--- src/hw/rtl/fav_pkg.sv ---
// Shared constants, codes and types for the frame allocator with LRU victim choice.
package fav_pkg;

  localparam int DefFrames   = 32;
  localparam int DefAgeWidth = 16;

  localparam int ActionW = 3;
  localparam int PageW   = 5;
  localparam int OwnerW  = 8;
  localparam int AgeInW  = 16;
  localparam int FrameW  = 6;

  localparam logic [FrameW-1:0] NoFrame = '1;

  typedef enum logic [ActionW-1:0] {
    ActAlloc    = 3'd0,
    ActAllocOwn = 3'd1,
    ActFree     = 3'd2,
    ActQuery    = 3'd3,
    ActVictim   = 3'd4,
    ActSetAge   = 3'd5
  } action_e;

  typedef enum logic [1:0] {
    StIdle,
    StScan,
    StWait
  } state_e;

  // command broadcast to every cell for the whole scan
  typedef struct packed {
    logic [ActionW-1:0] action;
    logic [PageW-1:0]   page;
    logic [OwnerW-1:0]  owner;
  } cmd_t;

  // flags of the search record that walks the chain
  typedef struct packed {
    logic valid;
    logic found;
    logic q_used;
  } rec_ctl_t;

endpackage

--- src/hw/rtl/fav_if.sv ---
// Request and response channel interfaces of the frame allocator.
interface fav_req_if;
  logic       valid;
  logic       ready;
  logic [2:0] action;
  logic [4:0] page;
  logic [7:0] owner;
  logic [15:0] age;

  modport source (output valid, action, page, owner, age, input ready);
  modport sink   (input valid, action, page, owner, age, output ready);
endinterface

interface fav_rsp_if;
  logic              valid;
  logic              ready;
  logic signed [5:0] frame;
  logic              is_used;
  logic [7:0]        frame_owner;
  logic [5:0]        free_count;
  logic              any_free;

  modport source (output valid, frame, is_used, frame_owner, free_count, any_free,
                  input ready);
  modport sink   (input valid, frame, is_used, frame_owner, free_count, any_free,
                  output ready);
endinterface

--- src/hw/rtl/fav_cell.sv ---
// One frame slot: holds the frame state and updates the passing search record.
module fav_cell #(
  parameter int Frames   = fav_pkg::DefFrames,
  parameter int AgeWidth = fav_pkg::DefAgeWidth,
  parameter int Idx      = 0
) (
  input  logic                             clk_i,
  input  logic                             rst_ni,
  input  fav_pkg::cmd_t                    cmd_i,
  input  logic [AgeWidth-1:0]              cmd_age_i,
  input  fav_pkg::rec_ctl_t                ctl_i,
  input  logic [$clog2(Frames)-1:0]        idx_i,
  input  logic [AgeWidth-1:0]              age_i,
  input  logic [fav_pkg::OwnerW-1:0]       owner_i,
  input  logic [$clog2(Frames+1)-1:0]      cnt_i,
  output fav_pkg::rec_ctl_t                ctl_o,
  output logic [$clog2(Frames)-1:0]        idx_o,
  output logic [AgeWidth-1:0]              age_o,
  output logic [fav_pkg::OwnerW-1:0]       owner_o,
  output logic [$clog2(Frames+1)-1:0]      cnt_o
);
  import fav_pkg::*;

  localparam int IdxW = $clog2(Frames);
  localparam int CntW = $clog2(Frames + 1);

  logic              used_q, used_d;
  logic              bound_q, bound_d;
  logic [OwnerW-1:0] own_q, own_d;
  logic [AgeWidth-1:0] age_q, age_d;

  rec_ctl_t          ctl_d, ctl_q;
  logic [IdxW-1:0]   idx_d, idx_q;
  logic [AgeWidth-1:0] bage_d, bage_q;
  logic [OwnerW-1:0] rown_d, rown_q;
  logic [CntW-1:0]   cnt_d, cnt_q;
  logic              page_hit;

  assign page_hit = (32'(cmd_i.page) == 32'(Idx));

  always_comb begin
    used_d  = used_q;
    bound_d = bound_q;
    own_d   = own_q;
    age_d   = age_q;
    ctl_d   = ctl_i;
    idx_d   = idx_i;
    bage_d  = age_i;
    rown_d  = owner_i;
    if (ctl_i.valid) begin
      case (cmd_i.action)
        ActAlloc, ActAllocOwn: begin
          if (!ctl_i.found && !used_q) begin
            used_d      = 1'b1;
            ctl_d.found = 1'b1;
            idx_d       = IdxW'(Idx);
            if (cmd_i.action == ActAllocOwn) begin
              own_d   = cmd_i.owner;
              bound_d = 1'b1;
            end
          end
        end
        ActFree: begin
          if (page_hit) used_d = 1'b0;
        end
        ActQuery: begin
          if (page_hit) begin
            ctl_d.q_used = used_q;
            rown_d       = own_q;
          end
        end
        ActVictim: begin
          // strict compare keeps the lowest index on equal ages
          if (bound_q && (!ctl_i.found || age_q < age_i)) begin
            ctl_d.found = 1'b1;
            idx_d       = IdxW'(Idx);
            bage_d      = age_q;
          end
        end
        ActSetAge: begin
          if (page_hit) age_d = cmd_age_i;
        end
        default: ;
      endcase
    end
    cnt_d = cnt_i + CntW'(!used_d);
  end

  always_ff @(posedge clk_i or negedge rst_ni) begin
    if (!rst_ni) begin
      used_q  <= 1'b0;
      bound_q <= 1'b0;
      own_q   <= '0;
      age_q   <= '0;
      ctl_q   <= '0;
    end else begin
      used_q  <= used_d;
      bound_q <= bound_d;
      own_q   <= own_d;
      age_q   <= age_d;
      ctl_q   <= ctl_d;
    end
  end

  always_ff @(posedge clk_i) begin
    idx_q  <= idx_d;
    bage_q <= bage_d;
    rown_q <= rown_d;
    cnt_q  <= cnt_d;
  end

  assign ctl_o   = ctl_q;
  assign idx_o   = idx_q;
  assign age_o   = bage_q;
  assign owner_o = rown_q;
  assign cnt_o   = cnt_q;

endmodule

--- src/hw/rtl/frame_allocator_lru_victim_unit.sv ---
// Frame allocator top level: command register, chain of frame cells, result register.
//
//   channel  | dir | handshake     | payload
//   ---------+-----+---------------+-----------------------------------------------
//   req_ch   | in  | valid / ready | action, page, owner, age
//   rsp_ch   | out | valid / ready | frame, is_used, frame_owner, free_count, any_free
//
// One item walks a search record down the chain one cell per cycle; the result then
// passes through the result register into the output register. Requests are
// taken only between items.
// Reset clears every frame (free, unbound, owner 0, age 0) at once; no sweep.
// A stalled response holds in the output register; the next request may
// transfer meanwhile, and its result waits until the register drains.
module frame_allocator_lru_victim_unit #(
  parameter int FRAMES    = fav_pkg::DefFrames,
  parameter int AGE_WIDTH = fav_pkg::DefAgeWidth
) (
  input  logic       clk_i,
  input  logic       rst_ni,
  fav_req_if.sink    req_ch,
  fav_rsp_if.source  rsp_ch
);
  import fav_pkg::*;

  localparam int IdxW = $clog2(FRAMES);
  localparam int CntW = $clog2(FRAMES + 1);

  state_e state_q, state_d;

  cmd_t                 cmd_q;
  logic [AGE_WIDTH-1:0] cmd_age_q;
  logic                 start_q;
  logic                 req_xfer;

  rec_ctl_t             ctl_w   [FRAMES+1];
  logic [IdxW-1:0]      idx_w   [FRAMES+1];
  logic [AGE_WIDTH-1:0] age_w   [FRAMES+1];
  logic [OwnerW-1:0]    own_w   [FRAMES+1];
  logic [CntW-1:0]      cnt_w   [FRAMES+1];

  rec_ctl_t             res_ctl_q;
  logic [IdxW-1:0]      res_idx_q;
  logic [OwnerW-1:0]    res_own_q;
  logic [CntW-1:0]      res_cnt_q;
  logic                 res_load, out_load;

  logic                 out_valid_q;
  logic [FrameW-1:0]    out_frame_q;
  logic                 out_used_q;
  logic [OwnerW-1:0]    out_own_q;
  logic [CntW-1:0]      out_cnt_q;

  assign req_ch.ready = (state_q == StIdle);
  assign req_xfer     = req_ch.valid && req_ch.ready;

  always_ff @(posedge clk_i or negedge rst_ni) begin
    if (!rst_ni) begin
      start_q <= 1'b0;
    end else begin
      start_q <= req_xfer;
    end
  end

  always_ff @(posedge clk_i) begin
    if (req_xfer) begin
      cmd_q.action <= req_ch.action;
      cmd_q.page   <= req_ch.page;
      cmd_q.owner  <= req_ch.owner;
      cmd_age_q    <= AGE_WIDTH'(req_ch.age);
    end
  end

  // head of the chain: a fresh record with nothing found and no frame counted
  assign ctl_w[0] = '{valid: start_q, found: 1'b0, q_used: 1'b0};
  assign idx_w[0] = '0;
  assign age_w[0] = '0;
  assign own_w[0] = '0;
  assign cnt_w[0] = '0;

  for (genvar i = 0; i < FRAMES; i++) begin : g_cell
    fav_cell #(
      .Frames   (FRAMES),
      .AgeWidth (AGE_WIDTH),
      .Idx      (i)
    ) u_cell (
      .clk_i     (clk_i),
      .rst_ni    (rst_ni),
      .cmd_i     (cmd_q),
      .cmd_age_i (cmd_age_q),
      .ctl_i     (ctl_w[i]),
      .idx_i     (idx_w[i]),
      .age_i     (age_w[i]),
      .owner_i   (own_w[i]),
      .cnt_i     (cnt_w[i]),
      .ctl_o     (ctl_w[i+1]),
      .idx_o     (idx_w[i+1]),
      .age_o     (age_w[i+1]),
      .owner_o   (own_w[i+1]),
      .cnt_o     (cnt_w[i+1])
    );
  end

  always_ff @(posedge clk_i or negedge rst_ni) begin
    if (!rst_ni) begin
      state_q <= StIdle;
    end else begin
      state_q <= state_d;
    end
  end

  always_comb begin
    state_d  = state_q;
    res_load = 1'b0;
    out_load = 1'b0;
    case (state_q)
      StIdle: begin
        if (req_xfer) state_d = StScan;
      end
      StScan: begin
        if (ctl_w[FRAMES].valid) begin
          res_load = 1'b1;
          state_d  = StWait;
        end
      end
      StWait: begin
        if (!out_valid_q || rsp_ch.ready) begin
          out_load = 1'b1;
          state_d  = StIdle;
        end
      end
      default: state_d = StIdle;
    endcase
  end

  always_ff @(posedge clk_i or negedge rst_ni) begin
    if (!rst_ni) begin
      res_ctl_q <= '0;
    end else if (res_load) begin
      res_ctl_q <= ctl_w[FRAMES];
    end
  end

  always_ff @(posedge clk_i) begin
    if (res_load) begin
      res_idx_q <= idx_w[FRAMES];
      res_own_q <= own_w[FRAMES];
      res_cnt_q <= cnt_w[FRAMES];
    end
  end

  always_ff @(posedge clk_i or negedge rst_ni) begin
    if (!rst_ni) begin
      out_valid_q <= 1'b0;
    end else if (out_load) begin
      out_valid_q <= 1'b1;
    end else if (rsp_ch.ready) begin
      out_valid_q <= 1'b0;
    end
  end

  always_ff @(posedge clk_i) begin
    if (out_load) begin
      out_frame_q <= res_ctl_q.found ? FrameW'(res_idx_q) : NoFrame;
      out_used_q  <= res_ctl_q.q_used;
      out_own_q   <= res_own_q;
      out_cnt_q   <= res_cnt_q;
    end
  end

  assign rsp_ch.valid       = out_valid_q;
  assign rsp_ch.frame       = out_frame_q;
  assign rsp_ch.is_used     = out_used_q;
  assign rsp_ch.frame_owner = out_own_q;
  assign rsp_ch.free_count  = FrameW'(out_cnt_q);
  assign rsp_ch.any_free    = (out_cnt_q != '0);

  a_tail_in_scan : assert property (@(posedge clk_i) disable iff (!rst_ni)
    ctl_w[FRAMES].valid |-> state_q == StScan)
    else $error("search record left the chain outside a scan");

  a_start_single : assert property (@(posedge clk_i) disable iff (!rst_ni)
    start_q |=> !start_q && state_q == StScan)
    else $error("scan start not a single pulse");

  a_found_in_range : assert property (@(posedge clk_i) disable iff (!rst_ni)
    ctl_w[FRAMES].valid && ctl_w[FRAMES].found |-> 32'(idx_w[FRAMES]) < FRAMES)
    else $error("found frame index out of range");

  a_count_bound : assert property (@(posedge clk_i) disable iff (!rst_ni)
    out_valid_q |-> 32'(out_cnt_q) <= FRAMES)
    else $error("free count exceeds frame count");

  a_out_hold : assert property (@(posedge clk_i) disable iff (!rst_ni)
    out_valid_q && !rsp_ch.ready |=> out_valid_q && $stable(out_frame_q))
    else $error("stalled response changed");

endmodule

--- src/flat_wrapper.sv ---
// flat-port wrapper written by rule: the top's interface ports become plain ports
module frame_allocator_lru_victim_unit_flat import fav_pkg::*;
#(
  parameter int FRAMES    = fav_pkg::DefFrames,
  parameter int AGE_WIDTH = fav_pkg::DefAgeWidth
)
  (clk_i, rst_ni, req_ch_valid, req_ch_action, req_ch_page, req_ch_owner, req_ch_age, req_ch_ready, rsp_ch_valid, rsp_ch_frame, rsp_ch_is_used, rsp_ch_frame_owner, rsp_ch_free_count, rsp_ch_any_free, rsp_ch_ready);
  fav_req_if req_ch_i ();
  fav_rsp_if rsp_ch_i ();
  input  logic clk_i;
  input  logic rst_ni;
  input wire logic [$bits(req_ch_i.valid)-1:0] req_ch_valid;
  input wire logic [$bits(req_ch_i.action)-1:0] req_ch_action;
  input wire logic [$bits(req_ch_i.page)-1:0] req_ch_page;
  input wire logic [$bits(req_ch_i.owner)-1:0] req_ch_owner;
  input wire logic [$bits(req_ch_i.age)-1:0] req_ch_age;
  output wire logic [$bits(req_ch_i.ready)-1:0] req_ch_ready;
  output wire logic [$bits(rsp_ch_i.valid)-1:0] rsp_ch_valid;
  output wire logic [$bits(rsp_ch_i.frame)-1:0] rsp_ch_frame;
  output wire logic [$bits(rsp_ch_i.is_used)-1:0] rsp_ch_is_used;
  output wire logic [$bits(rsp_ch_i.frame_owner)-1:0] rsp_ch_frame_owner;
  output wire logic [$bits(rsp_ch_i.free_count)-1:0] rsp_ch_free_count;
  output wire logic [$bits(rsp_ch_i.any_free)-1:0] rsp_ch_any_free;
  input wire logic [$bits(rsp_ch_i.ready)-1:0] rsp_ch_ready;
  assign req_ch_i.valid = req_ch_valid;
  assign req_ch_i.action = req_ch_action;
  assign req_ch_i.page = req_ch_page;
  assign req_ch_i.owner = req_ch_owner;
  assign req_ch_i.age = req_ch_age;
  assign req_ch_ready = req_ch_i.ready;
  assign rsp_ch_valid = rsp_ch_i.valid;
  assign rsp_ch_frame = rsp_ch_i.frame;
  assign rsp_ch_is_used = rsp_ch_i.is_used;
  assign rsp_ch_frame_owner = rsp_ch_i.frame_owner;
  assign rsp_ch_free_count = rsp_ch_i.free_count;
  assign rsp_ch_any_free = rsp_ch_i.any_free;
  assign rsp_ch_i.ready = rsp_ch_ready;
  frame_allocator_lru_victim_unit #(.FRAMES(FRAMES), .AGE_WIDTH(AGE_WIDTH)) u_core (.clk_i(clk_i), .rst_ni(rst_ni), .req_ch(req_ch_i), .rsp_ch(rsp_ch_i));
endmodule
--- config.mk ---
export PLATFORM = sky130hd
export DESIGN_NAME = frame_allocator_lru_victim_unit_flat
export DESIGN_NICKNAME = d
export VERILOG_FILES = /design/src/hw/rtl/fav_pkg.sv /design/src/hw/rtl/fav_if.sv /design/src/hw/rtl/fav_cell.sv /design/src/hw/rtl/frame_allocator_lru_victim_unit.sv /design/src/flat_wrapper.sv
export SDC_FILE = /design/constraint.sdc
export NUM_CORES = 2
export LEC_CHECK = 0
export ABC_AREA = 1
export BUFFER_PORTS_ARGS = -buffer_cell sky130_fd_sc_hd__buf_2
export CAP_MARGIN = 20
export CORE_MARGIN = 5
export CORE_UTILIZATION = 45
export DETAILED_ROUTE_END_ITERATION = 10
export PLACE_DENSITY = 0.71
export REMOVE_ABC_BUFFERS = 1
export SLEW_MARGIN = 0
export SYNTH_ARGS = -nofsm -noshare
export SYNTH_HDL_FRONTEND = slang
export SYNTH_SLANG_ARGS = --single-unit
export TNS_END_PERCENT = 30
--- constraint.sdc ---
create_clock -name clk_i -period 3.98 [get_ports clk_i]
set_input_delay 0.796 -clock clk_i [delete_from_list [all_inputs] [get_ports clk_i]]
set_output_delay 0.796 -clock clk_i [all_outputs]
set_load 0.01 [all_outputs]
Word level (Yosys, flattened, before mapping)
Index checks and enable logic that the tools add are counted.
{"block": "totals", "ram_bits": 0, "latch_bits": 0, "wordCells": 1370, "rom_bits": 0, "register_bits": 2096, "n_memories": 0, "output_inout_bits": 24, "in_bits": 36}
{"block": "classes", "shifts": 0, "add_sub_neg": 31, "div": 0, "multipliers": 0, "n_mux": 636, "n_bitwise": 1, "order_cmp": 31, "n_eq_ne": 41, "reduce_logical": 263}
{"operator": "16-bit two-way mux", "n": 90}
{"operator": "8-bit two-way mux", "n": 93}
{"operator": "16-bit < comparator", "n": 31}
{"operator": "5-bit two-way mux", "n": 90}
{"operator": "5-bit one-hot mux with 2 select lines", "n": 30}
{"operator": "1-bit two-way mux", "n": 231}
{"operator": "6-bit by 1-bit adder with 6-bit output", "n": 29}
{"operator": "1-bit one-hot mux with 2 select lines", "n": 65}
{"operator": "4-bit AND reduction", "n": 32}
{"operator": "3-bit AND reduction", "n": 35}
{"operator": "1-bit zero test", "n": 95}
{"operator": "5-bit equality test (second input constant)", "n": 16}
{"operator": "2-bit two-way mux", "n": 35}
{"operator": "1-bit logical AND", "n": 63}
{"operator": "5-bit by 4-bit equality test with 1-bit output (second input constant)", "n": 8}
{"operator": "1-bit logical OR", "n": 32}
{"operator": "5-bit by 3-bit equality test with 1-bit output (second input constant)", "n": 4}
{"operator": "5-bit by 2-bit equality test with 1-bit output (second input constant)", "n": 2}
{"operator": "3-bit by 2-bit equality test with 1-bit output (second input constant)", "n": 2}
{"operator": "3-bit equality test (second input constant)", "n": 2}
{"operator": "6-bit two-way mux", "n": 1}
{"operator": "2-bit one-hot mux with 3 select lines", "n": 1}
{"operator": "6-bit nonzero test", "n": 1}
{"operator": "5-bit by 1-bit equality test with 1-bit output (second input constant)", "n": 1}
{"operator": "13 further kinds", "n": 14}

Depth between registers and ports, before layout
{"block": "logic_depth", "depth_word": 7, "ltp_mapped": 16, "ltp_nobuf": 16}

Cells and area by module
Synthesis repeated with hierarchy kept, for this count alone.
{"block": "hier_totals", "hier_cells": 10206, "area_unflattened_um2": 93790.0}
{"module": "fav_cell (u_core.g_cell[21].u_cell ...)", "area_per_inst_um2": 2846.5, "seq_area_each_um2": 1426.4, "n_inst": 4, "cells_each": 315}
{"module": "fav_cell (u_core.g_cell[5].u_cell ...)", "area_per_inst_um2": 2857.7, "seq_area_each_um2": 1426.4, "n_inst": 3, "cells_each": 316}
{"module": "fav_cell (u_core.g_cell[17].u_cell ...)", "area_per_inst_um2": 2861.5, "seq_area_each_um2": 1426.4, "n_inst": 2, "cells_each": 319}
{"module": "fav_cell (u_core.g_cell[20].u_cell ...)", "area_per_inst_um2": 2850.2, "seq_area_each_um2": 1426.4, "n_inst": 2, "cells_each": 319}
{"module": "fav_cell (u_core.g_cell[13].u_cell ...)", "area_per_inst_um2": 2839.0, "seq_area_each_um2": 1426.4, "n_inst": 2, "cells_each": 313}
{"module": "fav_cell (u_core.g_cell[23].u_cell ...)", "area_per_inst_um2": 2825.2, "seq_area_each_um2": 1426.4, "n_inst": 2, "cells_each": 306}
{"module": "fav_cell (u_core.g_cell[16].u_cell)", "area_per_inst_um2": 2917.8, "seq_area_each_um2": 1426.4, "n_inst": 1, "cells_each": 331}
{"module": "fav_cell (u_core.g_cell[28].u_cell)", "area_per_inst_um2": 2915.3, "seq_area_each_um2": 1426.4, "n_inst": 1, "cells_each": 315}
{"module": "fav_cell (u_core.g_cell[0].u_cell)", "area_per_inst_um2": 2892.8, "seq_area_each_um2": 1426.4, "n_inst": 1, "cells_each": 332}
{"module": "fav_cell (u_core.g_cell[1].u_cell)", "area_per_inst_um2": 2892.8, "seq_area_each_um2": 1426.4, "n_inst": 1, "cells_each": 330}
{"module": "fav_cell (u_core.g_cell[2].u_cell)", "area_per_inst_um2": 2886.5, "seq_area_each_um2": 1426.4, "n_inst": 1, "cells_each": 328}
{"module": "fav_cell (u_core.g_cell[19].u_cell)", "area_per_inst_um2": 2884.0, "seq_area_each_um2": 1426.4, "n_inst": 1, "cells_each": 311}
{"module": "fav_cell (u_core.g_cell[4].u_cell)", "area_per_inst_um2": 2879.0, "seq_area_each_um2": 1426.4, "n_inst": 1, "cells_each": 326}
{"module": "fav_cell (u_core.g_cell[8].u_cell)", "area_per_inst_um2": 2876.5, "seq_area_each_um2": 1426.4, "n_inst": 1, "cells_each": 325}
{"module": "+10 rows"}

Worst setup path after synthesis
No wires, ideal clock.
{"block": "synth_timing", "path_type": "input -> register", "from": "in req_ch_valid", "to": "reg u_core.cmd_age_q[0], enable pin", "setup_time_ns": 0.422, "arrival_time_ns": 2.220, "n_path_buf": 0, "required_ns": 3.558, "slack_ns": 1.337, "path_stages": 2, "path_cell_list": "inv_1 > nor2_1"}
{"block": "synth_between", "elab_chain_len": 1}
{"item": "from (decl)", "line": "flat_wrapper.sv:12", "rtl": "input wire logic [$bits(req_ch_i.valid)-1:0] req_ch_valid;"}
{"item": "1-bit logical AND", "line": "frame_allocator_lru_victim_unit.sv:54", "rtl": "assign req_xfer = req_ch.valid && req_ch.ready;"}
{"item": "named net u_core.req_xfer", "line": "frame_allocator_lru_victim_unit.sv:33", "rtl": "logic req_xfer;"}
{"item": "to (signal assigned)", "line": "frame_allocator_lru_victim_unit.sv:69", "rtl": "cmd_age_q <= AGE_WIDTH'(req_ch.age);"}
{"item": "to (decl)", "line": "frame_allocator_lru_victim_unit.sv:31", "rtl": "logic [AGE_WIDTH-1:0] cmd_age_q;"}
The timed path passes the listed nets, and every way through them passes these cells.
A chain may end at the register's enable or synchronous reset.

Final worst setup path
{"block": "layout_timing", "from": "reg u_core.cmd_q[15] in the netlist's numbering", "to": "reg u_core.g_cell[30].u_cell.cnt_q[4]"}
{"block": "layout_between", "elab_chain_len": 6, "word_cells_on_any_way": 8, "classes_between": "add/sub: 1; eq/ne: 2; mux: 2; reduce/logical: 3"}
{"item": "from (decl)", "line": "frame_allocator_lru_victim_unit.sv:30", "rtl": "cmd_t cmd_q;"}
{"item": "3-bit by 1-bit equality test with 1-bit output or 3-bit zero test (tied branches)", "line": "fav_cell.sv:51", "rtl": "case (cmd_i.action)"}
{"item": "2-bit OR reduction", "line": "fav_cell.sv:51"}
{"item": "1-bit one-hot mux with 2 select lines *", "line": "fav_cell.sv:51"}
{"item": "1-bit two-way mux *", "line": "fav_cell.sv:50", "rtl": "if (ctl_i.valid) begin"}
{"item": "named net u_core.g_cell[30].u_cell.used_d", "line": "fav_cell.sv:27", "rtl": "logic used_q, used_d;"}
{"item": "1-bit zero test *", "line": "fav_cell.sv:86", "rtl": "cnt_d = cnt_i + CntW'(!used_d);"}
{"item": "6-bit by 1-bit adder with 6-bit output *", "line": "fav_cell.sv:86"}
{"item": "named net u_core.g_cell[30].u_cell.cnt_d[4]", "line": "fav_cell.sv:36", "rtl": "logic [CntW-1:0] cnt_d, cnt_q;"}
{"item": "to (signal assigned)", "line": "fav_cell.sv:109", "rtl": "cnt_q <= cnt_d;"}
{"item": "to (decl)", "line": "fav_cell.sv:36"}
Mark *: on every way through the listed nets, which the timed path passes. The rest lies on a longest branch.

==> flow_summary_export.csv <==
group,metric,value,unit
floorplan,die-height,444,um
sta,period_share,0.796,
job,cap_violations,0,
floorplan,io_pins,60,
synth,synthArstFlopShare,0.453,
worst_setup_path,reg2reg_to,"u_core.g_cell[30].u_cell.cnt_o[4]",
sta,maxSlewViolCount,0,
sta,worst-slew-pin-transition,1040,ps
synth,synth_area,84700,um^2
global_route,grt_use_total,0.214,
synth,synth_top_area_frac,0.276,
cells_and_area,drive_above_1_share,0.0895,
sta,hold_slack,142,ps
synth,post_synth.cell_area_avg,9.15,um^2
min_path,hp-start,"req_ch_action[1]",
power_and_ir_drop,p_leak,44.4,nW
clock_tree,ctsLongestPathBuffers,3,
sta,skew,44.1,ps
sta,slew_headroom,0.307,
min_path,min_path_type,"primary input to flop",
floorplan,chipWidth,444,um
worst_setup_path,reg2reg_depth,9,
worst_setup_path,crit_fanout,12,
placement,hpwlAfterDp,149000,um
global_route,antenna_found_initial,7,
synth,synth_seq_cells,2064,
placement,port_buffers,59,
synth,synth_top_area_cell,"dfrtp_1",
cells_and_area,syn2layout_area_growth,11.9,%
synth,synth_edf_count,72,
synth,ys_top_cells_by_area,"dfrtp_1 (28%), dfxtp_1 (25%), nand2_1 (11%)",
synth,synthFlopType,"dfxtp_1",
worst_setup_path,r2r_setup_slack,810,ps
cells_and_area,fin_area,94800,um^2
clock_tree,cts_buffers,201,
floorplan,start_util,0.452,
global_route,grt_pass1_wl,339000,um
worst_setup_path,cp_data_required_time,4730,ps
cells_and_area,nets,9828,
synth,synth_cells,9252,
drt,postRouteAntennaNets,0,
clock_tree,cts_tree,"done",
drt,dr.pass1.iters,8,
placement,placed_area,87800,um^2
drt,route.detailed.drc,0,
min_path,hold_path_depth,1,
floorplan,row_count,159,
clock_tree,cts_setup_buffers,0,
placement,dpl.cell_count,11600,
worst_setup_path,cp_data_arrival_time,3910,ps
drt,wirelength,214000,um
synth,yosysSeqAreaShare,0.552,
power_and_ir_drop,ir_drop,0.426,mV
power_and_ir_drop,p_total,49.7,mW
status,status,"finished, final reports clean",
clock_tree,root_buffer,"clkbuf_16",
global_route,grt_max_degree,139,
synth,ys_types,44,
cells_and_area,finalNonFillerCells,11900,
sta,clock.fmax,316,MHz
min_path,min_delay_worst_endpoint,"u_core.cmd_q[14]",
drt,vias_per_cell,5.25,
drt,num_vias,62700,
clock_tree,clk_latency,840,ps
worst_setup_path,r2r_start,"u_core.cmd_q[15]",
sta,fin_crit,3170,ps
global_route,gr-total-overflow,0,
sta,final_hold_viol_count,0,
clock_tree,clkTransAtPathRegs,60,ps
worst_setup_path,cp-end-kind,"flop",
worst_setup_path,worst_setup_path_start_kind,"flop",
sta,setup_violations,0,
drt,wl_per_cell,18.0,um
floorplan,core_area,187000,um^2
placement,place.gp.congestion,0.890,
drt,drt_iter0_drc,4520,
floorplan,dieArea,197000,um^2
sta,rsz0062_at_grt,"no",
synth,yosys_warnings,0,
power_and_ir_drop,p_per_area,524,nW/um^2
worst_setup_path,critPathKind,"flop to flop",
clock_tree,clkSinkCount,2064,
global_route,grt_pass1_vias,63200,
clock_tree,htreeDepth,4,
==> worst max-delay path, cell delays in order (launching register included) <==
cell and delay (ps):
edfxtp_1 580, nor2_4 490, inv_2 300, nor3_1 750, o21a_1 240, inv_1 60, ha_1 210, ha_1 220
nand3_1 90, xor2_1 130
==> registers in the layout, indices dropped and copies added, names as in the netlist <==
signal / count
u_core.rsp_ch.is_used: 1
u_core.g_cell.u_cell.age_o: 496
u_core.g_cell.u_cell.cnt_o: 177
u_core.g_cell.u_cell.ctl_o: 96
u_core.g_cell.u_cell.idx_o: 129
u_core.g_cell.u_cell.bound_q: 32
u_core.cmd_q: 16
u_core.rsp_ch.frame_owner: 8
u_core.res_ctl_q: 2
u_core.start_q: 1
u_core.g_cell.u_cell.owner_o: 256
u_core.res_own_q: 8
u_core.g_cell.u_cell.age_q: 512
u_core.res_idx_q: 5
u_core.res_cnt_q: 6
u_core.cmd_age_q: 16
u_core.rsp_ch.frame: 6
u_core.rsp_ch.valid: 1
u_core.g_cell.u_cell.used_q: 32
u_core.rsp_ch.free_count: 6
u_core.g_cell.u_cell.own_q: 256
u_core.state_q: 2
==> Yosys cell counts (28+ instances only) <==
cell type,n
nand2_1,2523
dfxtp_1,1058
inv_1,1011
dfrtp_1,934
o21ai_0,905
ha_1,526
nand3_1,440
clkbuf_1,324
nor2_1,236
mux2_2,232
a21oi_1,228
nand4_1,216
xor2_1,110
nand3b_1,79
nor3_1,74
edfxtp_1,72
a31oi_1,50
buf_2,47
mux2_1,28
==> where the power goes <==
part | switching (mW) | internal, mW
Combinational | 3.86 | 1.67
Sequential | 1.33 | 23.0
Clock | 8.22 | 11.6
Total | 13.4 | 36.3
==> per-stage QoR <==
| stage | utilization | worst slack, ps | setup TNS [ps] |
|---|---|---|---|
| 2_1_floorplan | - | -899 | -264250 |
| 3_3_place_gp | 0.468 | 868 | 0 |
| 3_5_place_dp | 0.468 | 859 | 0 |
| 4_1_cts | 0.506 | 821 | 0 |
| 5_1_grt | 0.506 | 682 | 0 |
| 6_report | 0.506 | 812 | 0 |
==> per-layer routing <==
metal	part of all wire	track usage
met4	0.055	0.112
met1	0.39	0.243
met3	0.052	0.0345
met5	0.000093	0
met2	0.51	0.387
==> placed cells by master (no fill, tap or decap), types with 208 or more instances in the layout <==
cell,count
dfxtp_1,1058
clkbuf_16,208
ha_1,526
inv_1,993
nor2_1,234
dfrtp_1,934
nand2_1,2522
a21oi_1,228
nand4_1,216
nand3_1,440
mux2_2,232
o21ai_0,905
==> kinds of logic (layout without fill, tap and decap cells) <==
kind of cell | Yosys count | after routing | share of synthesized area
other | 0 | 2 | 0
multiplexers | 260 | 260 | 0.0346
flip-flops | 2064 | 2064 | 0.552
adder cells (fa/ha/maj) | 526 | 526 | 0.0777
AO/OA/AOI/OAI | 1241 | 1241 | 0.0754
buffers and inverters | 1408 | 1601 | 0.0635
XOR/XNOR | 110 | 110 | 0.0114
AND/OR/NAND/NOR | 3643 | 3643 | 0.186
==> what timing repair did <==
action / 4_1_cts / 5_1_grt
gates resized for setup: 0 / 0
endpoints found under the hold margin: 21 / 0
hold buffers: 1 / 0
==> worst max-delay path by stage <==
| stage | from | endpoint | slack [ps] | cells after the start |
|---|---|---|---|---|
| after floorplan | u_core.cmd_q[15] | u_core.g_cell[23].u_cell.idx_o[0] | -900 | 4 |
| after global placement | u_core.cmd_q[15] | u_core.g_cell[30].u_cell.cnt_o[4] | 870 | 9 |
| after detailed placement | u_core.cmd_q[15] | u_core.g_cell[30].u_cell.cnt_o[4] | 860 | 9 |
| after CTS | u_core.cmd_q[15] | u_core.g_cell[30].u_cell.cnt_o[4] | 820 | 9 |
| after global routing | u_core.g_cell[14].u_cell.age_q[1] | u_core.g_cell[14].u_cell.age_o[15] | 680 | 11 |
| final | u_core.cmd_q[15] | u_core.g_cell[30].u_cell.cnt_o[4] | 810 | 9 |
==> final cells by class <==
type,instances,area (um^2)
Fill cell,16700,92600
Sequential cell,2064,46700
Multi-Input combinational cell,5780,32600
Clock buffer,305,5920
Inverter,1016,3810
Tap cell,2495,3120
Timing Repair Buffer,203,1540
Clock inverter,77,1060
Antenna cell,2,5.00
Power figures use the tool's default switching activity.
